[src/design/pme_pkg.sv]
// package for the polyline mitre extruder: payload types, widths and rounding helpers
// no dependencies; imported by every other file of the block
`default_nettype none
package pme_pkg;

    localparam int DATA_W         = 32;
    localparam int T_W            = 31;
    localparam int OUT_IDX_W      = 16;
    localparam int UNIT_SHIFT     = 30;
    localparam int VEC_W          = 34;
    localparam int MUL_A_W        = 34;
    localparam int MUL_B_W        = 32;
    localparam int PROD_W         = MUL_A_W + MUL_B_W;
    localparam int RND_IN_W       = PROD_W + 2;
    localparam int RND_OUT_W      = RND_IN_W - UNIT_SHIFT;
    localparam int FRAC_BITS_DEF  = 16;
    localparam int INDEX_BITS_DEF = 16;
    localparam int PADDR_W        = 3;

    typedef struct packed {
        logic signed [DATA_W-1:0] point_x;
        logic signed [DATA_W-1:0] point_y;
        logic                     end_of_line;
    } t_in_item;

    typedef struct packed {
        logic signed [DATA_W-1:0] upper_x;
        logic signed [DATA_W-1:0] upper_y;
        logic signed [DATA_W-1:0] lower_x;
        logic signed [DATA_W-1:0] lower_y;
        logic [OUT_IDX_W-1:0]     point_index;
        logic                     last_of_line;
        logic                     single_point_error;
    } t_out_item;

    // shift right by the unit shift, rounding to nearest with halves away from zero
    function automatic logic signed [RND_OUT_W-1:0] rnd_unit(input logic signed [RND_IN_W-1:0] v);
        logic [RND_IN_W-1:0]  mag;
        logic [RND_IN_W-1:0]  sum;
        logic [RND_OUT_W-1:0] m;
        mag = v[RND_IN_W-1] ? RND_IN_W'(-v) : RND_IN_W'(v);
        sum = mag + (RND_IN_W'(1) << (UNIT_SHIFT - 1));
        m   = sum[RND_IN_W-1:UNIT_SHIFT];
        return v[RND_IN_W-1] ? RND_OUT_W'(-$signed(m)) : $signed(m);
    endfunction

    function automatic logic signed [DATA_W-1:0] sat_data(input logic signed [RND_OUT_W:0] v);
        logic signed [RND_OUT_W:0] hi;
        logic signed [RND_OUT_W:0] lo;
        hi = (RND_OUT_W+1)'(2147483647);
        lo = -hi - (RND_OUT_W+1)'(1);
        if (v > hi) begin
            return DATA_W'(hi);
        end else if (v < lo) begin
            return DATA_W'(lo);
        end
        return DATA_W'(v);
    endfunction

endpackage
`default_nettype wire

[src/design/pme_cfg.sv]
// apb register file: holds the offset scale line_half_width
// depends on pme_pkg for widths
`default_nettype none
module pme_cfg #(
    parameter int FRAC_BITS = pme_pkg::FRAC_BITS_DEF
) (
    input  wire logic                        i_clk,
    input  wire logic                        i_rst_n,
    input  wire logic                        psel,
    input  wire logic                        penable,
    input  wire logic                        pwrite,
    input  wire logic [pme_pkg::PADDR_W-1:0] paddr,
    input  wire logic [31:0]                 pwdata,
    output logic      [31:0]                 prdata,
    output logic                             pready,
    output logic      [pme_pkg::T_W-1:0]     o_half_width
);
    import pme_pkg::*;

    localparam logic [T_W-1:0] RST_T = T_W'(1) << FRAC_BITS;
    localparam logic           REG_HALF_WIDTH = 1'b0;

    logic [T_W-1:0] r_half_width;

    always_ff @(posedge i_clk) begin
        if (!i_rst_n) begin
            r_half_width <= RST_T;
        end else if (psel && penable && pwrite && (paddr[2] == REG_HALF_WIDTH)) begin
            r_half_width <= pwdata[T_W-1:0];
        end
    end

    always_comb begin
        prdata = '0;
        if (paddr[2] == REG_HALF_WIDTH) begin
            prdata = {1'b0, r_half_width};
        end
    end

    assign pready       = 1'b1;
    assign o_half_width = r_half_width;

endmodule
`default_nettype wire

[config.mk]
export PLATFORM = sky130hd
export DESIGN_NAME = pme_cfg
export DESIGN_NICKNAME = d
export VERILOG_FILES = /design/src/design/pme_pkg.sv /design/src/design/pme_cfg.sv
export SDC_FILE = /design/constraint.sdc
export NUM_CORES = 1
export LEC_CHECK = 0
export BUFFER_PORTS_ARGS = -buffer_cell sky130_fd_sc_hd__buf_2
export CORE_MARGIN = 4
export CORE_UTILIZATION = 37
export CTS_CLUSTER_SIZE = 40
export DETAILED_ROUTE_END_ITERATION = 8
export PLACE_DENSITY = 0.84
export SETUP_SLACK_MARGIN = 0.2
export SLEW_MARGIN = 25
export SYNTH_ARGS = -nofsm -noshare
export SYNTH_HDL_FRONTEND = slang
export SYNTH_SLANG_ARGS = --single-unit
[constraint.sdc]
create_clock -name i_clk -period 1.14 [get_ports i_clk]
set_clock_uncertainty 0.15 [all_clocks]
set_input_delay 0.228 -clock i_clk [delete_from_list [all_inputs] [get_ports i_clk]]
set_output_delay 0.228 -clock i_clk [all_outputs]
set_load 0.005 [all_outputs]
==> impl_results.md, run 1 <==
* CP top delay family: flip-flops
* WS Path Type: register to output pin
* Final net count at 329
* Area growth syn-to-layout at 69.2%
* Design area at 2550 µm²
* Placed cell area at 2030 µm²
* Hold crit path type: input port to register
* Yosys warns at 0
* Top cells by area, synth: dfxtp_1 41%, mux2i_1 21%, nand2_1 15%, nor2b_1 13%, buf_12 4.0%
* DP HPWL at 2760 µm
* Layout cells sized above 1 at 59.7%
* Worst path slowest cell: dfxtp_2
* Cts bufs inserted at 5
* Area leader, netlist: dfxtp_1
* Largest net degree at the start of global routing at 33
* Pwr Density at 949 nW/µm²
* Final hold viol count at 0
* Final Slew Violations at 0
* CP Data Required Time at 0.76 ns
* Sequential fraction of the synthesis area at 41.2%
* Clock transition at path regs at 0.07 ns
* Setup crit end kind: output pin
* Pre-CTS WS at -0.185 ns
* Post-DR wirelength/cell at 12.8 µm
* Setup WS post-layout at -0.127 ns
* DRC at 0
* Crit-path cells: nor2b_4 -> buf_2
* First-pass GRT wire length at 6540 µm
* Leakage power at 1.24 nW
* Placer congestion estimate at 0.697
* Startpoint types: register
* RSZ-0062 raised after global routing: true
* Clock Sinks at 31
* # setup viols final at 35
* Final period util at 111%
* Post-Syn Instances at 174
* Violated checks: setup timing
* Synth Net Count at 214
* DRT iter0 DRCs at 54
* Die area at 5160 µm²
* Die Width at 71.8 µm
* Worst skew pair latency at 0.28 ns
* Clock tree buffer depth at 2
* Row Count at 22
* Total wire length at 4330 µm
* Max VDD drop at 556 µV
* Die height at 71.8 µm
* Total power at 0.00242 W
* Distinct cells, synth at 12
* MaxCap Viol Count at 0
* Fin crit period at 1.27 ns
* Initial antenna violation count at 0
* # diodes at 0
* Critical Path AT at 0.89 ns
* Port bufs at 98
* Clk Tree Root Cell: clkbuf_8
* Synth Area per Inst at 8.66 µm²
* GRT Total Usage at 15.9%
* Io pins at 104
* Initial Util at 39.7%
* Most common cell after layout, fill and taps aside: buf_2
* Post-synth top area share at 41.2%
* Status: finished with violations
* Via density at 4.48
* Setup_tns at -3.03 ns
* Syn Std Cell Area at 1510 µm²
* Crit path largest cell delay at 0.36 ns
* CORE AREA at 3800 µm²
* Via Count at 1513
* CTS tree: built
* Most frequent cells in the layout: 88 x buf_2, 60 x nand2_1, 31 x dfxtp_2
* Grt total ovfl at 0
* CP max FO at 3
* Register bit total from synthesis at 31
* ANT nets after route at 0
* Detailed Routing Iterations Pass 1 at 4
* Max reg flops at 31
* CTS HTree Levels at 2
* Fmax at 790 MHz
* CP bufs+invs at 1
* Vias in the first global route at 1482
-- worst min-delay path, delay by kind of cell --
| kind | cells | cell delay, ns |
|---|---|---|
| buffers and inverters | 1 | 0.09 |
| muxes | 1 | 0.05 |
| and+or+nand+nor | 1 | 0.04 |
-- cell families after synthesis --
kind of cell / after synthesis / share of synthesized area [%]
muxes: 31 / 20.6
and+or+nand+nor: 94 / 29.5
DFF: 31 / 41.2
other: 2 / 0.498
buffers and inverters: 16 / 8.30
-- final timing paths --
| path | startpoint | to | slack (ns) | cells past startpoint |
|---|---|---|---|---|
| hold reg to reg | o_half_width[24]$_SDFFE_PN0P_ | o_half_width[24]$_SDFFE_PN0P_ | 0.31 | 2 |
| setup / recovery | o_half_width[15]$_SDFFE_PN0P_ | prdata[15] | -0.13 | 2 |
| hold / removal | pwdata[10] | o_half_width[10]$_SDFFE_PN0P_ | 0.03 | 3 |
| setup reg to reg | o_half_width[30]$_SDFFE_PN0P_ | o_half_width[30]$_SDFFE_PN0P_ | 0.27 | 3 |
-- Yosys cell counts (all sizes together) --
cell type and n:
mux2i 31, and4b 1, and2b 1, nor2b 32, conb 2, dfxtp 31, nand2 60, clkbuf 9
buf 7
-- stage by stage --
stage	utilization, %	cells	hold slack [ns]
6_report	67.2	338	0.0297
5_1_grt	67.2	338	0.0299
4_1_cts	62.6	330	0.0203
3_5_place_dp	53.4	310	0.308
3_3_place_gp	53.4	310	0.299
2_1_floorplan	-	174	0.220
-- what timing repair did --
item                       CTS  global route
hold buffers                 0             0
gates cloned                 3             1
setup endpoints to repair   93            93
buffers inserted             9             7
resized for setup           45            17
-- area by class of cell --
class                           instances  area, µm²
Fill cell                             320       1250
Timing Repair Buffer                  124        906
Multi-Input combinational cell        127        822
Sequential cell                        31        659
Clock buffer                            7       96.3
Tap cell                               48       60.1
Clock inverter                          1       7.51
-- power by group --
part           leakage, nW  internal [W]  switching, W
Combinational        0.925      0.000189      0.000146
Clock               0.0505      0.000549      0.000409
Sequential           0.265       0.00111     0.0000167
Total                 1.24       0.00185      0.000572
-- per-layer routing --
layer,part of all wire [%],up-vias,track usage [%]
met1,35,681,16.4
li1,-,769,-
met5,0,-,0
met3,7.6,4,5.33
met2,56,59,30.6
met4,0.49,0,3.76
No activity file was read; power rests on OpenSTA's default activity.
==> run 2, diff against run 1 <==
--- a/config.mk
+++ b/config.mk
@@ -11,6 +11,7 @@
 export CTS_CLUSTER_SIZE = 40
 export DETAILED_ROUTE_END_ITERATION = 8
 export PLACE_DENSITY = 0.84
+export RECOVER_POWER = 25
 export SETUP_SLACK_MARGIN = 0.2
 export SLEW_MARGIN = 25
 export SYNTH_ARGS = -nofsm -noshare
==> run 2 against run 1 <==
  * The flow still finishes with violations (setup timing)
  * Sequential share of layout area rose by 0.27 points
  * Via count rose by 0.13%
  * Count of clock-buffer cells in the layout did not move
  * Register-to-register slack barely moved
  * First-iteration DRC count fell by 3.7%
  * Setup slack got worse by 0.0012 ns
  * Critical path type unchanged
==> impl_results.md, run 2 (same netlist as run 1, synthesis figures left out) <==
* Pwr Density at 957 nW/µm²
* Area growth syn-to-layout at 67.5%
* Total power at 0.00242 W
* Worst skew pair latency at 0.27 ns
* Final period util at 111%
* ANT nets after route at 0
* Clk Tree Root Cell: clkbuf_8
* CTS tree: built
* CP Data Required Time at 0.76 ns
* Footprint of the multi-input gates at 818 µm²
* Max reg flops at 31
* Placed cell area at 2030 µm²
* Leakage power at 1.24 nW
* # setup viols final at 35
* Max VDD drop at 555 µV
* Total wire length at 4310 µm
* First-pass GRT wire length at 6540 µm
* CORE AREA at 3800 µm²
* RSZ-0062 raised after global routing: true
* CTS HTree Levels at 2
* Cts bufs inserted at 5
* Layout cells sized above 1 at 59.3%
* GRT Total Usage at 15.9%
* Clock Sinks at 31
* Final Slew Violations at 0
* Post-DR wirelength/cell at 12.8 µm
* DP Cell Count at 310
* Hold crit path type: input port to register
* Detailed Routing Iterations Pass 1 at 4
* MaxCap Viol Count at 0
* Die area at 5160 µm²
* Port bufs at 98
* Die Width at 71.8 µm
* DRC at 0
* Status: finished with violations
* Final net count at 329
* Pre-CTS WS at -0.185 ns
* Initial Util at 39.7%
* DRT iter0 DRCs at 52
* Setup WS post-layout at -0.128 ns
* DP HPWL at 2760 µm
* Final hold viol count at 0
* Via density at 4.48
* Row Count at 22
* Fin crit period at 1.27 ns
* Hold Buf Count CTS at 0
* Initial antenna violation count at 0
* Most common cell after layout, fill and taps aside: buf_2
* Io pins at 104
* Most frequent cells in the layout: 89 x buf_2, 60 x nand2_1, 31 x dfxtp_2
* Grt total ovfl at 0
* Startpoint types: register
* Vias in the first global route at 1482
* Largest net degree at the start of global routing at 33
* Clock tree buffer depth at 2
* Filler cells at 326
* FF+latch area at 659 µm²
* Setup_tns at -3.04 ns
* WS Path Type: register to output pin
* Die height at 71.8 µm
* Fmax at 789 MHz
* Non-filler cells, final at 338
* Placer congestion estimate at 0.697
* Setup crit end kind: output pin
* Design area at 2520 µm²
* CP max FO at 2
* Clock transition at path regs at 0.07 ns
* Via Count at 1515
* Critical Path AT at 0.89 ns
* Violated checks: setup timing
* # diodes at 0
run 2: cell types whose count changed in the layout (fill, tap and decap cells not counted):
cell / previous run / this run
and4b_1: 0 / 1
and4b_4: 1 / 0
buf_2: 88 / 89
buf_6: 16 / 12
clkbuf_2: 0 / 2
clkbuf_4: 0 / 1
run 2: per-stage QoR:
stage | hold slack [ns] | utilization [%]
finish | 0.0296 | 66.5
global placement | 0.299 | 53.4
detailed placement | 0.308 | 53.4
global route | 0.0299 | 66.5
CTS | 0.0203 | 62.6
floorplan | 0.220 | -
run 2: final timing paths:
check | from | to | slack (ns) | cells past startpoint
worst max-delay path | o_half_width[28]$_SDFFE_PN0P_ | prdata[28] | -0.13 | 2
worst min-delay path | pwdata[10] | o_half_width[10]$_SDFFE_PN0P_ | 0.03 | 3
worst max register to register | o_half_width[30]$_SDFFE_PN0P_ | o_half_width[30]$_SDFFE_PN0P_ | 0.26 | 3
worst min register to register | o_half_width[24]$_SDFFE_PN0P_ | o_half_width[24]$_SDFFE_PN0P_ | 0.31 | 2
run 2: cell type report:
cell class              instances  area share [%]
clock buffers                   7            3.82
clock inverters                 1           0.297
multi-input cells             127            32.4
flip-flops and latches         31            26.1
well taps                      48            2.38
repair buffers                124            35.0
run 2: critical path, cell delays in order (launching register included):
cell,delay (ns)
dfxtp_2,0.32
and2b_2,0.19
buf_6,0.11
run 2: routing by layer:
metal / wire length (µm) / global-route usage (%) / vias up / part of all wire, %
met5: 0 / 0 / - / 0
met4: 21 / 3.76 / 0 / 0.49
met3: 331 / 5.33 / 4 / 7.7
met2: 2440 / 30.6 / 59 / 56
met1: 1520 / 16.4 / 683 / 35
li1: - / - / 769 / -
run 2: timing repair:
action,in CTS,in global routing
gates resized for setup,45,17
endpoints found under the setup margin,93,93
endpoints found under the hold margin,0,0
cloned,3,1
buffers inserted,9,7
run 2: power breakdown:
group	internal [W]	switching [W]	total (W)	leakage [nW]
Combinational	0.000184	0.000145	0.000329	0.922
Sequential	0.00111	0.0000167	0.00113	0.265
Clock	0.000549	0.000411	0.000959	0.0505
