$ cat config.mk
export PLATFORM = sky130hd
export DESIGN_NAME = pme_norm
export DESIGN_NICKNAME = d
export VERILOG_FILES = /design/src/design/pme_pkg.sv /design/src/design/pme_norm.sv
export SDC_FILE = /design/constraint.sdc
export NUM_CORES = 2
export LEC_CHECK = 0
export ABC_AREA = 1
export BUFFER_PORTS_ARGS = -buffer_cell sky130_fd_sc_hd__buf_4
export CORE_MARGIN = 2
export CORE_UTILIZATION = 35
export CTS_CLUSTER_DIAMETER = 150
export DETAILED_ROUTE_END_ITERATION = 10
export PLACE_DENSITY_LB_ADDON = 0.1
export RECOVER_POWER = 25
export SLEW_MARGIN = 20
export SYNTH_ARGS = -nofsm -noshare
export SYNTH_HDL_FRONTEND = slang
export SYNTH_SLANG_ARGS = --single-unit
export TNS_END_PERCENT = 5
$ cat constraint.sdc
create_clock -name i_clk -period 28 [get_ports i_clk]
set_input_delay 2.8 -clock i_clk [delete_from_list [all_inputs] [get_ports i_clk]]
set_output_delay 2.8 -clock i_clk [all_outputs]
set_load 0.03 [all_outputs]
$ cat src/design/pme_pkg.sv
// package for the polyline mitre extruder: payload types, widths and rounding helpers
// no dependencies; imported by every other file of the block
`default_nettype none
package pme_pkg;

    localparam int DATA_W         = 32;
    localparam int T_W            = 31;
    localparam int OUT_IDX_W      = 16;
    localparam int UNIT_SHIFT     = 30;
    localparam int VEC_W          = 34;
    localparam int MUL_A_W        = 34;
    localparam int MUL_B_W        = 32;
    localparam int PROD_W         = MUL_A_W + MUL_B_W;
    localparam int RND_IN_W       = PROD_W + 2;
    localparam int RND_OUT_W      = RND_IN_W - UNIT_SHIFT;
    localparam int FRAC_BITS_DEF  = 16;
    localparam int INDEX_BITS_DEF = 16;
    localparam int PADDR_W        = 3;

    typedef struct packed {
        logic signed [DATA_W-1:0] point_x;
        logic signed [DATA_W-1:0] point_y;
        logic                     end_of_line;
    } t_in_item;

    typedef struct packed {
        logic signed [DATA_W-1:0] upper_x;
        logic signed [DATA_W-1:0] upper_y;
        logic signed [DATA_W-1:0] lower_x;
        logic signed [DATA_W-1:0] lower_y;
        logic [OUT_IDX_W-1:0]     point_index;
        logic                     last_of_line;
        logic                     single_point_error;
    } t_out_item;

    // shift right by the unit shift, rounding to nearest with halves away from zero
    function automatic logic signed [RND_OUT_W-1:0] rnd_unit(input logic signed [RND_IN_W-1:0] v);
        logic [RND_IN_W-1:0]  mag;
        logic [RND_IN_W-1:0]  sum;
        logic [RND_OUT_W-1:0] m;
        mag = v[RND_IN_W-1] ? RND_IN_W'(-v) : RND_IN_W'(v);
        sum = mag + (RND_IN_W'(1) << (UNIT_SHIFT - 1));
        m   = sum[RND_IN_W-1:UNIT_SHIFT];
        return v[RND_IN_W-1] ? RND_OUT_W'(-$signed(m)) : $signed(m);
    endfunction

    function automatic logic signed [DATA_W-1:0] sat_data(input logic signed [RND_OUT_W:0] v);
        logic signed [RND_OUT_W:0] hi;
        logic signed [RND_OUT_W:0] lo;
        hi = (RND_OUT_W+1)'(2147483647);
        lo = -hi - (RND_OUT_W+1)'(1);
        if (v > hi) begin
            return DATA_W'(hi);
        end else if (v < lo) begin
            return DATA_W'(lo);
        end
        return DATA_W'(v);
    endfunction

endpackage
`default_nettype wire

$ cat src/design/pme_norm.sv
// iterative vector normaliser: range shift, squares, bit-serial square root
// and two restoring divisions, giving a q2.30 unit vector; depends on pme_pkg
`default_nettype none
module pme_norm (
    input  wire logic                              i_clk,
    input  wire logic                              i_rst_n,
    input  wire logic                              i_start,
    input  wire logic signed [pme_pkg::VEC_W-1:0]  i_x,
    input  wire logic signed [pme_pkg::VEC_W-1:0]  i_y,
    output logic                                   o_done,
    output logic                                   o_good,
    output logic signed [pme_pkg::DATA_W-1:0]      o_ux,
    output logic signed [pme_pkg::DATA_W-1:0]      o_uy
);
    import pme_pkg::*;

    localparam logic [2:0] N_IDLE  = 3'd0;
    localparam logic [2:0] N_SHIFT = 3'd1;
    localparam logic [2:0] N_SQX   = 3'd2;
    localparam logic [2:0] N_SQY   = 3'd3;
    localparam logic [2:0] N_SQRT  = 3'd4;
    localparam logic [2:0] N_DSET  = 3'd5;
    localparam logic [2:0] N_DIV   = 3'd6;
    localparam logic [2:0] N_FIN   = 3'd7;

    logic [2:0]       r_state;
    logic [4:0]       r_cnt;
    logic             r_sx, r_sy, r_good, r_ysel;
    logic [VEC_W-1:0] r_ax, r_ay;
    logic [63:0]      r_v, r_root, r_bit;
    logic [31:0]      r_mag, r_rem;
    logic [30:0]      r_num, r_q, r_qx;
    logic signed [DATA_W-1:0] r_ux, r_uy;

    logic [VEC_W-1:0] ax_in, ay_in, mx;
    logic [30:0]      sq_in, d_sel;
    logic [61:0]      sq, num0;
    logic [63:0]      trial;
    logic [32:0]      dtrial;
    logic             ge;
    logic [30:0]      q_next;

    always_comb begin
        ax_in  = i_x[VEC_W-1] ? VEC_W'(-i_x) : VEC_W'(i_x);
        ay_in  = i_y[VEC_W-1] ? VEC_W'(-i_y) : VEC_W'(i_y);
        mx     = (r_ax > r_ay) ? r_ax : r_ay;
        sq_in  = (r_state == N_SQX) ? r_ax[30:0] : r_ay[30:0];
        sq     = {31'b0, sq_in} * {31'b0, sq_in};
        trial  = r_root + r_bit;
        d_sel  = r_ysel ? r_ay[30:0] : r_ax[30:0];
        // numerator is the component in q2.30 plus half the magnitude
        num0   = {1'b0, d_sel, 30'b0} + 62'(r_root[31:1]);
        dtrial = {r_rem, r_num[30]};
        ge     = dtrial >= {1'b0, r_mag};
        q_next = {r_q[29:0], ge};
    end

    always_ff @(posedge i_clk) begin
        if (!i_rst_n) begin
            r_state <= N_IDLE;
            r_cnt   <= '0;
            r_good  <= 1'b0;
            r_ysel  <= 1'b0;
        end else begin
            unique case (r_state)
                N_IDLE: begin
                    if (i_start) begin
                        r_ax   <= ax_in;
                        r_ay   <= ay_in;
                        r_sx   <= i_x[VEC_W-1];
                        r_sy   <= i_y[VEC_W-1];
                        r_ysel <= 1'b0;
                        r_ux   <= '0;
                        r_uy   <= '0;
                        if ((ax_in == '0) && (ay_in == '0)) begin
                            r_good  <= 1'b0;
                            r_state <= N_FIN;
                        end else begin
                            r_good  <= 1'b1;
                            r_state <= N_SHIFT;
                        end
                    end
                end
                N_SHIFT: begin
                    // bring the larger component into [2^30, 2^31)
                    if (mx[VEC_W-1:31] != '0) begin
                        r_ax <= r_ax >> 1;
                        r_ay <= r_ay >> 1;
                    end else if (mx[30:22] == '0) begin
                        r_ax <= r_ax << 8;
                        r_ay <= r_ay << 8;
                    end else if (!mx[30]) begin
                        r_ax <= r_ax << 1;
                        r_ay <= r_ay << 1;
                    end else begin
                        r_state <= N_SQX;
                    end
                end
                N_SQX: begin
                    r_v     <= {2'b0, sq};
                    r_state <= N_SQY;
                end
                N_SQY: begin
                    r_v     <= r_v + {2'b0, sq};
                    r_root  <= '0;
                    r_bit   <= 64'd1 << 62;
                    r_cnt   <= '0;
                    r_state <= N_SQRT;
                end
                N_SQRT: begin
                    if (r_v >= trial) begin
                        r_v    <= r_v - trial;
                        r_root <= (r_root >> 1) + r_bit;
                    end else begin
                        r_root <= r_root >> 1;
                    end
                    r_bit <= r_bit >> 2;
                    r_cnt <= r_cnt + 5'd1;
                    if (r_cnt == 5'd31) begin
                        r_state <= N_DSET;
                    end
                end
                N_DSET: begin
                    r_mag   <= r_root[31:0];
                    r_rem   <= {1'b0, num0[61:31]};
                    r_num   <= num0[30:0];
                    r_q     <= '0;
                    r_cnt   <= '0;
                    r_state <= N_DIV;
                end
                N_DIV: begin
                    r_rem <= ge ? 32'(dtrial - {1'b0, r_mag}) : dtrial[31:0];
                    r_num <= r_num << 1;
                    r_q   <= q_next;
                    r_cnt <= r_cnt + 5'd1;
                    if (r_cnt == 5'd30) begin
                        if (!r_ysel) begin
                            r_qx    <= q_next;
                            r_ysel  <= 1'b1;
                            r_state <= N_DSET;
                        end else begin
                            r_ux    <= r_sx ? -$signed({1'b0, r_qx}) : $signed({1'b0, r_qx});
                            r_uy    <= r_sy ? -$signed({1'b0, q_next}) : $signed({1'b0, q_next});
                            r_state <= N_FIN;
                        end
                    end
                end
                N_FIN: begin
                    r_state <= N_IDLE;
                end
                default: r_state <= N_IDLE;
            endcase
        end
    end

    assign o_done = (r_state == N_FIN);
    assign o_good = r_good;
    assign o_ux   = r_ux;
    assign o_uy   = r_uy;

endmodule
`default_nettype wire

==> flow_summary.toml <==
[place]
dpl.hpwl_um = 228000
place_worst_setup_slack_ns = 15.59
gp_congestion = 0.993
numPortBuffers = 136

[yosys]
async_flop_share_pct = 0
synth_ff_type = "edfxtp_1"
syn_area_um2 = 70200
ys_seq_area_share_pct = 19.5
synth_top_cell_by_area = "fa_1"
synthesis.nets = 10800
synth-edff-count = 450
yosys_warnings = 0
syn_avg_cell_area_um2 = 7.46
synth_seq_cells = 460
ys_types = 68
synthCells = 9402
synth_top_area_share_pct = 21.3
synth_area_leaders = "fa_1 21%, edfxtp_1 19%, inv_1 9.7%, ha_1 9.6%, nand2_1 9.3%"

[clock_network]
postCtsHoldBufs = 0
cts-htree-levels = 2
cts.sink_count = 460
cts_tree = "built"
cts_buffers = 56
clockBufferDepth = 3
clk_pin_slew_ns = 0.07
clk-insertion-delay-late_ns = 0.70
cts_setup_buffers = 0
root_buffer = "clkbuf_16"
post_cts_resized = 0

[global_routing]
grt-ovfl-total = 0
gr-usage-met2_pct = 43.1
antenna_found_initial = 4
grt_use_met1_pct = 37.2
busiest_layer = "met2"
grtUsageMet3_pct = 2.97
grt_pass1_vias = 63900
grt_max_degree = 69
grtUsageTotal_pct = 26.4
grt_first_pass_wirelength_um = 409000

[sta]
rsz0062_at_grt = "false"
final.setup.tns_ns = 0
post-route-period-util_pct = 44.9
hold_viol = 0
finalMaxSlewViolations = 536
tightest_slew_ns = 3.70
layout_min_cycle_time_ns = 12.58
slew_headroom_pct = -147
fmax_mhz = 79.5
setup_violations = 0
layout_setup_ws_ns = 15.42
finalClockSkew_ns = 0.0596

[routing]
vias = 63600
dr.first_iter.drc_count = 5183
drc = 0
vias_per_cell = 5.23
first_pass_iters = 6
drt_wl_total_um = 273000
post_drt_wl_per_cell_um = 22.4
ant_nets = 0

[critical_path]
cp_top_family = "adder cells"
cp_slowest_cell = "nor4_1"
worstPathArrival_ns = 13.09
start_kind = "register"
critPathMaxStageDelay_ns = 0.70
worst-path-buf-inv = 9
worst-path-max-fanout = 62
cp-end-kind = "register"
crit_top_cell = "fa_1"
worstSetupPathType = "register to register"
required_ns = 28.51

[status]
violations = "max-capacitance violations, max-slew violations"
outcome = "finished, violations left"

[floorplan]
io_pins = 137
die_h_um = 452
die_x_um = 452
core-area_um2 = 199000
initial_core_util_pct = 35.2
row_count = 164
dieArea_um2 = 204000

[final_layout]
syn_to_final_growth_pct = 8.53
layout-drive-gt1-share_pct = 5.14
finalNetCount = 10800

[run]
maxCapViolations = 11

[min_path]
min_path_type = "register to register"
[per-layer routing]
metal / vias up / share of wire, %
met5: - / 0
met4: 0 / 2.7
met3: 290 / 5.6
met2: 1953 / 46
met1: 31100 / 46
li1: 30300 / -
[cell usage after synthesis, types with 19 or more instances]
cell	n
nor3_1	86
buf_2	76
o211ai_1	54
a21o_1	59
o21bai_1	50
xnor2_1	93
or2_2	41
nor2_1	1258
o21ai_2	37
nand3b_1	42
a21oi_1	563
a31o_2	19
nand4_1	69
nor4_1	32
o21a_1	34
a31oi_1	52
o22ai_1	29
ha_1	540
buf_1	19
fa_1	746
nand2_1	1741
nand3_1	429
inv_1	1819
and2_1	19
clkbuf_1	84
edfxtp_1	450
o21ai_0	562
xor2_1	114
o21ai_1	54
a221oi_1	21
[path summary, 6_finish.rpt]
path	slack, ns	cells past startpoint	from	to
hold reg to reg	0.48	0	r_root[0]	r_mag[0]
setup / recovery	15.42	42	r_state[2]	r_v[53]
setup reg to reg	15.42	42	r_state[2]	r_v[53]
hold / removal	0.48	0	r_root[0]	r_mag[0]
[placed cells by master, fill, tap and decap left out, types with 41 or more instances in the layout]
cell / instances
inv_1: 1817
nand2_1: 1740
nor2_1: 1255
fa_1: 746
a21oi_1: 562
o21ai_0: 555
ha_1: 540
edfxtp_1: 450
nand3_1: 428
buf_4: 202
xor2_1: 114
xnor2_1: 93
nor3_1: 84
nand4_1: 69
o21ai_1: 59
a21o_1: 59
clkbuf_16: 56
o211ai_1: 54
a31oi_1: 52
o21bai_1: 50
nand3b_1: 42
or2_2: 41
[layout make-up]
class | count | area (um2)
fillers | 21300 | 123000
multi-input cells | 6894 | 48600
flip-flops and latches | 460 | 13700
inverters | 1838 | 6900
well taps | 2656 | 3320
repair buffers | 213 | 1560
clock buffers | 58 | 1410
clock inverters | 48 | 661
diodes | 1 | 2.50
[flip-flops by register name, summed over array words and instances (netlist names)]
name,flops
o_good,1
o_ux,32
o_uy,32
r_ax,34
r_ay,34
r_bit,32
r_cnt,5
r_mag,32
r_num,31
r_q,30
r_qx,31
r_rem,32
r_root,64
r_state,3
r_sx,1
r_sy,1
r_v,64
r_ysel,1
[worst reg2reg max path: cells and delay by family, from the launching register on]
family                     cells  cell delay, ns
buffers and inverters          9            1.96
DFF                            1            0.54
and+or+nand+nor               19            3.99
adders and majority gates      9            4.55
AOI/OAI and AO/OA              5            1.33
[cell families (layout without fill, tap and decap cells)]
| logic type | after synthesis | in the layout | share of synthesized area (%) |
|---|---|---|---|
| and+or+nand+nor | 3776 | 3776 | 22.3 |
| buffers and inverters | 2048 | 2157 | 11.3 |
| AOI/OAI and AO/OA | 1624 | 1624 | 13.3 |
| adders and majority gates | 1286 | 1286 | 30.9 |
| DFF | 460 | 460 | 19.5 |
| xor gates and xnor gates | 207 | 207 | 2.58 |
| muxes | 1 | 1 | 0.0143 |
| other | 0 | 1 | 0 |
[per-stage QoR]
step / instance area, um2 / instances / util, % / hold WS [ns]
after floorplan: 70200 / 9402 / - / 0.433
after global placement: 74100 / 12100 / 37.2 / 0.462
after detailed placement: 74100 / 12100 / 37.2 / 0.476
after CTS: 76200 / 12200 / 38.2 / 0.488
after global routing: 76100 / 12200 / 38.2 / 0.510
final: 76100 / 12200 / 38.2 / 0.482
Power is not shown: default switching activity piles up to over one toggle a cycle in this logic, so the estimate is an artifact.
